`src/design/slirf_pkg.sv`:
```
// ----------------------------------------------------------------------------
// slirf_pkg
// Shared types and constants of the sorted list block.
// ----------------------------------------------------------------------------
package slirf_pkg;

  localparam int CAPACITY    = 16;
  localparam int VALUE_W     = 32;
  localparam int CNT_W       = $clog2(CAPACITY + 1);
  localparam int COUNT_OUT_W = 5;

  typedef enum logic [1:0] {
    OP_INSERT = 2'd0,
    OP_REMOVE = 2'd1,
    OP_FIND   = 2'd2,
    OP_NONE   = 2'd3
  } op_t;

  typedef enum logic [1:0] {
    ST_OK      = 2'd0,
    ST_MISSING = 2'd1,
    ST_FULL    = 2'd2
  } status_t;

  typedef logic signed [VALUE_W-1:0] value_t;

  typedef struct packed {
    value_t value;
    logic   ins_en;
    logic   rm_en;
    logic   found;
  } cell_cmd_t;

endpackage

```
`src/design/slirf_cell.sv`:
```
// ----------------------------------------------------------------------------
// slirf_cell
// One slot of the sorted row: holds one entry, compares it with the operand
// and takes its neighbor's entry when the row shifts.
// ----------------------------------------------------------------------------
module slirf_cell (
  input  logic                clk,
  input  slirf_pkg::cell_cmd_t cmd,
  input  logic                valid,
  input  logic                prev_ins,
  input  slirf_pkg::value_t   prev_entry,
  input  slirf_pkg::value_t   next_entry,
  output slirf_pkg::value_t   entry,
  output logic                ins,
  output logic                eq
);
  import slirf_pkg::*;

  value_t entry_r;
  value_t entry_nxt;
  logic   ge;

  assign entry = entry_r;
  assign ins   = !valid || (entry_r > cmd.value);
  assign ge    = valid && (entry_r >= cmd.value);
  assign eq    = valid && (entry_r == cmd.value);

  always_comb begin
    entry_nxt = entry_r;
    if (cmd.ins_en) begin
      if (prev_ins) begin
        entry_nxt = prev_entry;
      end else if (ins) begin
        entry_nxt = cmd.value;
      end
    end else if (cmd.rm_en && cmd.found && ge) begin
      entry_nxt = next_entry;
    end
  end

  always_ff @(posedge clk) begin
    entry_r <= entry_nxt;
  end

endmodule

```
`src/design/sorted_list_insert_remove_find_top.sv`:
```
// ----------------------------------------------------------------------------
// sorted_list_insert_remove_find_top
// Sorted store of signed words with insert, remove and find on a row of cells.
// Result: strobe rises in the cycle after start is taken.
// Throughput: one word per cycle; busy stays low, each cell compares and
// shifts in the same cycle.
// Reset: synchronous active-low rst_n empties the store and clears the strobe.
// ----------------------------------------------------------------------------
module sorted_list_insert_remove_find_top (
  input  logic                                  clk,
  input  logic                                  rst_n,
  input  logic                                  start,
  output logic                                  busy,
  input  logic [1:0]                            in_operation,
  input  logic signed [slirf_pkg::VALUE_W-1:0]  in_value,
  output logic                                  out_strobe,
  output logic [1:0]                            out_status,
  output logic [slirf_pkg::COUNT_OUT_W-1:0]     out_entry_count
);
  import slirf_pkg::*;

  logic [CNT_W-1:0]       count_r;
  logic [CNT_W-1:0]       count_nxt;
  logic                   strobe_r;
  status_t                status_r;
  status_t                status_nxt;
  logic [COUNT_OUT_W-1:0] ecount_r;

  cell_cmd_t              cmd;
  op_t                    op;
  logic                   full;
  logic                   found;
  logic [CAPACITY-1:0]    valid;
  logic [CAPACITY-1:0]    ins;
  logic [CAPACITY-1:0]    eq;
  value_t                 entry [CAPACITY];

  assign busy  = 1'b0;
  assign op    = op_t'(in_operation);
  assign full  = (count_r == CNT_W'(CAPACITY));
  assign found = |eq;

  assign cmd.value  = in_value;
  assign cmd.found  = found;
  assign cmd.ins_en = start && (op == OP_INSERT) && !full;
  assign cmd.rm_en  = start && (op == OP_REMOVE) && found;

  genvar g;
  generate
    for (g = 0; g < CAPACITY; g++) begin : g_cell
      logic   p_ins;
      value_t p_entry;
      value_t n_entry;

      assign valid[g] = (count_r > CNT_W'(g));

      if (g == 0) begin : g_head
        assign p_ins   = 1'b0;
        assign p_entry = entry[g];
      end else begin : g_body
        assign p_ins   = ins[g-1];
        assign p_entry = entry[g-1];
      end

      if (g == CAPACITY - 1) begin : g_tail
        assign n_entry = entry[g];
      end else begin : g_mid
        assign n_entry = entry[g+1];
      end

      slirf_cell u_cell (
        .clk        (clk),
        .cmd        (cmd),
        .valid      (valid[g]),
        .prev_ins   (p_ins),
        .prev_entry (p_entry),
        .next_entry (n_entry),
        .entry      (entry[g]),
        .ins        (ins[g]),
        .eq         (eq[g])
      );
    end
  endgenerate

  always_comb begin
    count_nxt = count_r;
    if (cmd.ins_en) begin
      count_nxt = count_r + CNT_W'(1);
    end else if (cmd.rm_en) begin
      count_nxt = count_r - CNT_W'(1);
    end
  end

  always_comb begin
    case (op)
      OP_INSERT: status_nxt = full ? ST_FULL : ST_OK;
      OP_REMOVE: status_nxt = found ? ST_OK : ST_MISSING;
      OP_FIND:   status_nxt = found ? ST_OK : ST_MISSING;
      default:   status_nxt = ST_MISSING;
    endcase
  end

  always_ff @(posedge clk) begin
    if (!rst_n) begin
      count_r  <= '0;
      strobe_r <= 1'b0;
    end else begin
      count_r  <= count_nxt;
      strobe_r <= start;
    end
  end

  always_ff @(posedge clk) begin
    status_r <= status_nxt;
    ecount_r <= COUNT_OUT_W'(count_nxt);
  end

  assign out_strobe      = strobe_r;
  assign out_status      = status_r;
  assign out_entry_count = ecount_r;

endmodule

```
`config.mk`:
```
export PLATFORM = sky130hd
export DESIGN_NAME = sorted_list_insert_remove_find_top
export DESIGN_NICKNAME = d
export VERILOG_FILES = /design/src/design/slirf_pkg.sv /design/src/design/slirf_cell.sv /design/src/design/sorted_list_insert_remove_find_top.sv
export SDC_FILE = /design/constraint.sdc
export NUM_CORES = 2
export LEC_CHECK = 0
export BUFFER_PORTS_ARGS = -buffer_cell sky130_fd_sc_hd__buf_2
export CAP_MARGIN = 30
export CORE_MARGIN = 5
export CORE_UTILIZATION = 55
export DETAILED_ROUTE_END_ITERATION = 6
export GPL_TIMING_DRIVEN = 1
export PLACE_DENSITY = 0.67
export SYNTH_ARGS = -nofsm -noshare
export SYNTH_HDL_FRONTEND = slang
export SYNTH_SLANG_ARGS = --single-unit
```
`constraint.sdc`:
```
create_clock -name clk -period 15.7 [get_ports clk]
set_clock_uncertainty 0.1 [all_clocks]
set_input_delay 1.57 -clock clk [delete_from_list [all_inputs] [get_ports clk]]
set_output_delay 1.57 -clock clk [all_outputs]
set_load 0.01 [all_outputs]
```
# Word-level counts from Yosys, hierarchy flattened
# Index checks and enable logic that the tools add are counted.
[classes] n_addsub=2 order_cmp=47 n_eq_ne=34 n_mux=66 reduce_logical=119
[ops] op="two-way mux 32 bit" n=61
[ops] op="equality test 32 bit" n=16
[ops] op="> comparator 32 bit" n=16
[ops] op="greater-or-equal comparator 32 bit" n=15
[ops] op="logical AND 1 bit" n=51
[ops] op="inequality test 3 x 1 -> 1 bit (second input constant)" n=14
[ops] op="> comparator 5 x 4 -> 1 bit (second input constant)" n=8
[ops] op="AND reduction 2 bit" n=16
[ops] op="nonzero test 2 bit" n=16
[ops] op="> comparator 5 x 3 -> 1 bit (second input constant)" n=4
[ops] op="zero test 1 bit" n=17
[ops] op="logical OR 1 bit" n=16
[ops] op="OR reduction 16 bit" n=1
[ops] op="> comparator 5 x 1 -> 1 bit (second input constant)" n=2
[ops] op="> comparator 5 x 2 -> 1 bit (second input constant)" n=2
[ops] op="two-way mux 5 bit" n=2
[ops] op="adder 5 x 1 -> 5 bit (second input constant)" n=1
[ops] op="equality test 5 bit (second input constant)" n=1
[ops] op="subtractor 5 x 1 -> 5 bit (second input constant)" n=1
[ops] op="one-hot mux 2 bit (2 select lines)" n=1
[ops] op="equality test 2 x 1 -> 1 bit (second input constant)" n=1
[ops] op="equality test 2 bit (second input constant)" n=1
[ops] op="zero test 2 bit" n=1
[ops] op="two-way mux 2 bit" n=1
[ops] op="3 further kinds" n=3
[totals] register_bits=525 inputBits=37 out_inout_bits=9 word_cells=288

# Depth between registers and ports, before layout
[logic_depth] word_depth=8 ltp_mapped=14 ltp_nobuf=10

# Modules after synthesis
# Synthesis repeated with hierarchy kept, for this count alone.
[hier_totals] cells_unflattened=4321 area_unflattened_um2=41197.0
[modules_own_cells] mod="slirf_cell" instances=16 cells_each=263 area_per_inst_um2=2517.4 seq_area_each_um2=960.9
[modules_own_cells] mod="sorted_list_insert_remove_find_top" instances=1 cells_each=113 area_per_inst_um2=918.4 seq_area_each_um2=260.2

# Worst setup path after synthesis
# OpenSTA, ideal clock, no wires.
[synth_path] path_type="in2reg" from="input in_value[31] (netlist name)" to="register g_cell[8].u_cell.entry_r[0], enable pin" setup_time_ps=437 t_arrival_ps=5796 required_ps=15163 slack_ps=9368 stages=11 n_path_buf=3 cell_sequence="clkbuf_1 inv_1 ha_1 nand4_1 nor4_2 o32ai_1 a31o_2 o21ai_1 buf_2 buf_2 a2bb2oi_1"
[synth_between] elab_chain_cells=8
[synth_lines] element="from (decl)" line="sorted_list_insert_remove_find_top.sv:15" text="input logic signed [slirf_pkg::VALUE_W-1:0] in_value,"
[synth_lines] element="parallel branches: the longest is 7 deep, another holds > comparator 32 bit"
[synth_lines] element="AND reduction 2 bit (no line) *"
[synth_lines] element="to (signal assigned)" line="slirf_cell.sv:42" text="entry_r <= entry_nxt;"
[synth_lines] element="to (decl)" line="slirf_cell.sv:19" text="value_t entry_r;"
# Mark *: on every way between the ends.
# A chain may end at the register's enable or synchronous reset.

# Worst setup path in the final report
[layout_path] from="input in_value[31] (netlist name)" to="register g_cell[11].u_cell.entry_r[10], enable pin"
[layout_between] elab_chain_cells=8
[layout_lines] element="parallel branches: the longest is 7 deep, another holds > comparator 32 bit"
[layout_lines] element="AND reduction 2 bit (no line) *"
[layout_lines] element="to (signal assigned)" line="slirf_cell.sv:42"
[layout_lines] element="to (decl)" line="slirf_cell.sv:19"
# Marked as above.

==> summary.md <==
### Status
• **status** completed

### Critical path
• **worst r2r path cells** 10
• **r2r setup slk** 10220 ps
• **Worst Setup Path Type** primary input to flop
• **end of the worst register-to-register path** g_cell[11].u_cell.entry[10]
• **Worst Setup Start Kind** primary input
• **CP endpoint kind** flop
• **origin of the critical flop-to-flop path** g_cell[10].u_cell.entry[27]
• **Worst Path Required** 15880 ps
• **WP data arrival** 6990 ps
• **critical path peak fanout** 47

### Floorplanning
• **area of the die** 78200 sq um
• **number of placed I/O pins** 46
• **effective utilization at floorplan** 0.551
• **floorplan die height** 280 um
• **count of standard-cell rows** 99
• **die extent in x** 280 um
• **core area** 72600 sq um

### GRT
• **global-route wire length before repair** 246000 um
• **vias in the first global route** 35788
• **antenna violations before repair** 9
• **total congestion overflow after global routing** 0
• **maximum number of pins on one net before global-route repair** 182
• **global-route usage over all layers** 0.423

### Placement
• **quantity of I/O buffers inserted on ports** 44
• **detailed placement HPWL** 119000 um
• **final weighted congestion in routability-driven placement** 1.04

### Min path
• **number of stages on the worst hold path** 2
• **worst-case hold path end point** g_cell[14].u_cell.entry[24]
• **Worst Min Path Start** g_cell[15].u_cell.entry[24]
• **Hold WC Path Type** flop to flop

### Pwr
• **highest ir drop seen on vdd** 0.0000906 V
• **leakage** 16.2 nW
• **pwr dens** 86.4 nW/um^2

### Timing
• **hold slack** 485 ps
• **aggregate negative setup slack** 0 ps
• **final setup fails** 0
• **final count of hold timing violations** 0
• **transition at the pin with the smallest max-transition slack** 1200 ps
• **min cycle time layout** 6820 ps
• **max_slew headroom** 0.189
• **setup repair after global routing missed its margin** false
• **share of the clock period used by the worst path after layout** 0.434
• **Highest Clock Rate** 0.147 GHz
• **fin. max-slew vios** 0

### Drt
• **routed len/inst** 33.2 um
• **routed vias/inst** 7.38
• **number of iterations in the first detailed-routing pass** 6
• **post-detailed-route count of antenna-violating nets** 0
• **count of routing violations after the opening detailed-route iteration** 6238
• **final WL** 172000 um
• **count of unresolved DRC violations after routing** 0
• **via total after detailed routing** 38206

### Logic synthesis
• **most used standard cell by instance count after synthesis** nand2_1
• **number of flops mapped to enable cells by yosys** 512
• **library cell with the largest summed area after synthesis** edfxtp_1
• **leading post-synthesis cells by instance count** nand2_1 (573), ha_1 (520), edfxtp_1 (512)
• **top flip-flop cell by instance count after synthesis** edfxtp_1
• **Gate Count Post-Synth** 4251
• **share of async-settable or async-resettable flops after synthesis** 0
• **Post-Syn Area** 40000 sq um
• **number of synthesized register bits** 525
• **fraction of synthesized cell area taken by the top area cell type** 0.384
• **top cells by area in the synthesized netlist** edfxtp_1 (38%), ha_1 (16%), nand2_1 (5.4%), o211ai_1 (4.5%), a21oi_1 (4.0%)
• **Yosys Warn Count** 0
• **sequential fraction of the synthesis area** 0.391
• **Unique masters post-synth** 95
• **net count after synthesis** 4808
• **synthesized area divided by synthesized cell count** 9.41 sq um

### Clock network
• **clock sinks** 525
• **number of buffers added by the clock tree synthesis step** 66
• **count of buffers added by post-CTS timing repair for setup** 0
• **number of buffers on the longest clock path** 3
• **clock slew seen by the registers of the worst setup and hold paths** 60 ps
• **number of buffers inserted for hold repair after clock tree synthesis** 0
• **CTS-repair resized insts** 0
• **clock tree from TritonCTS** done
• **insertion delay of the later-clocked pin in the worst-skew pair** 630 ps
• **CTS Root Buffer Type** clkbuf_16
• **H-tree level count** 3

### Final layout
• **area of all sequential standard cells** 15600 sq um
• **number of fillers in the final layout** 6332
• **final layout net count** 4714
• **Area growth syn-to-layout** 8.36%
• **fraction of layout cells with a size suffix above 1** 0.0720
• **Multi-input gate area** 23100 sq um

### Run
• **max cap viols** 0

-- worst max-delay path, stage by stage --
cell	delay, ps
buf_2	250
inv_1	420
ha_1	520
nand4_1	190
nor4_1	880
o31a_1	430
a2111oi_4	110
o31ai_4	820
buf_4	640
o21ai_0	270
o21ai_4	360
buf_4	480
-- final cells by class --
type                            instances  share of cell area
Antenna cell                            7            0.000404
Timing Repair Buffer                  136              0.0228
Inverter                               75             0.00649
Multi-Input combinational cell       3353               0.534
Clock buffer                           83              0.0410
Tap cell                              959              0.0277
Clock inverter                         37             0.00716
Sequential cell                       525               0.361
-- layout by cell type (no fill, tap or decap), types with 69 or more instances in the layout --
master and count:
o211ai_1 239, nand3_1 278, edfxtp_1 512, mux2i_1 69, nand2_1 569, nor3_1 276, nand4_1 165, ha_1 520
nor2_1 182, clkbuf_16 69, buf_4 78, a21oi_1 322, o21ai_1 70, inv_1 74
-- sequential cells by signal, summed over array words and instances (netlist names) --
name,cells
count_r,5
g_cell.u_cell.entry,512
out_entry_count,5
out_status,2
out_strobe,1
-- kinds of logic (layout without fill, tap and decap cells) --
group / count (synthesis) / after routing / share of synthesized area
AO/OA/AOI/OAI: 1108 / 1108 / 0.189
multiplexers: 106 / 106 / 0.0276
XOR/XNOR: 4 / 4 / 0.000876
other: 1 / 8 / 0.0000937
flip-flops: 525 / 525 / 0.391
AND/OR/NAND/NOR: 1614 / 1614 / 0.191
buffers and inverters: 373 / 331 / 0.0382
adder cells (fa/ha/maj): 520 / 520 / 0.163
-- power by group --
group	internal [mW]	leakage, nW	switching (mW)
sequential	1.59	4.81	0.0464
combinational	0.176	10.3	0.404
clock	0.873	1.03	0.656
-- metrics by stage --
| stage | instances | total power [mW] | area [sq um] | utilization | worst slack, ps |
|---|---|---|---|---|---|
| floorplan | 4251 | 2.00 | 40000 | - | 9370 |
| global placement | 5034 | 2.21 | 41100 | 0.566 | 8350 |
| detailed placement | 5045 | 2.22 | 41200 | 0.568 | 8590 |
| CTS | 5165 | 3.72 | 43300 | 0.597 | 9210 |
| global route | 5175 | 3.85 | 43400 | 0.597 | 9000 |
| finish | 5175 | 3.75 | 43400 | 0.597 | 8880 |
-- worst max-delay path by stage --
stage	slack, ps	endpoint	start
after floorplan	9370	g_cell[8].u_cell.entry[0]	in_value[31]
after global placement	8350	g_cell[5].u_cell.entry[21]	in_value[21]
after detailed placement	8590	g_cell[11].u_cell.entry[10]	in_value[24]
after CTS	9210	g_cell[11].u_cell.entry[2]	in_value[25]
after global routing	9000	g_cell[11].u_cell.entry[2]	in_value[31]
final	8880	g_cell[11].u_cell.entry[10]	in_value[31]
-- layer usage --
| metal | wire [um] | global-route usage | part of all wire |
|---|---|---|---|
| met5 | 0 | 0 | 0 |
| met4 | 17600 | 0.343 | 0.10 |
| met3 | 21900 | 0.0967 | 0.13 |
| met2 | 70600 | 0.605 | 0.41 |
| met1 | 61600 | 0.547 | 0.36 |
(Power assumes the default switching activity.)
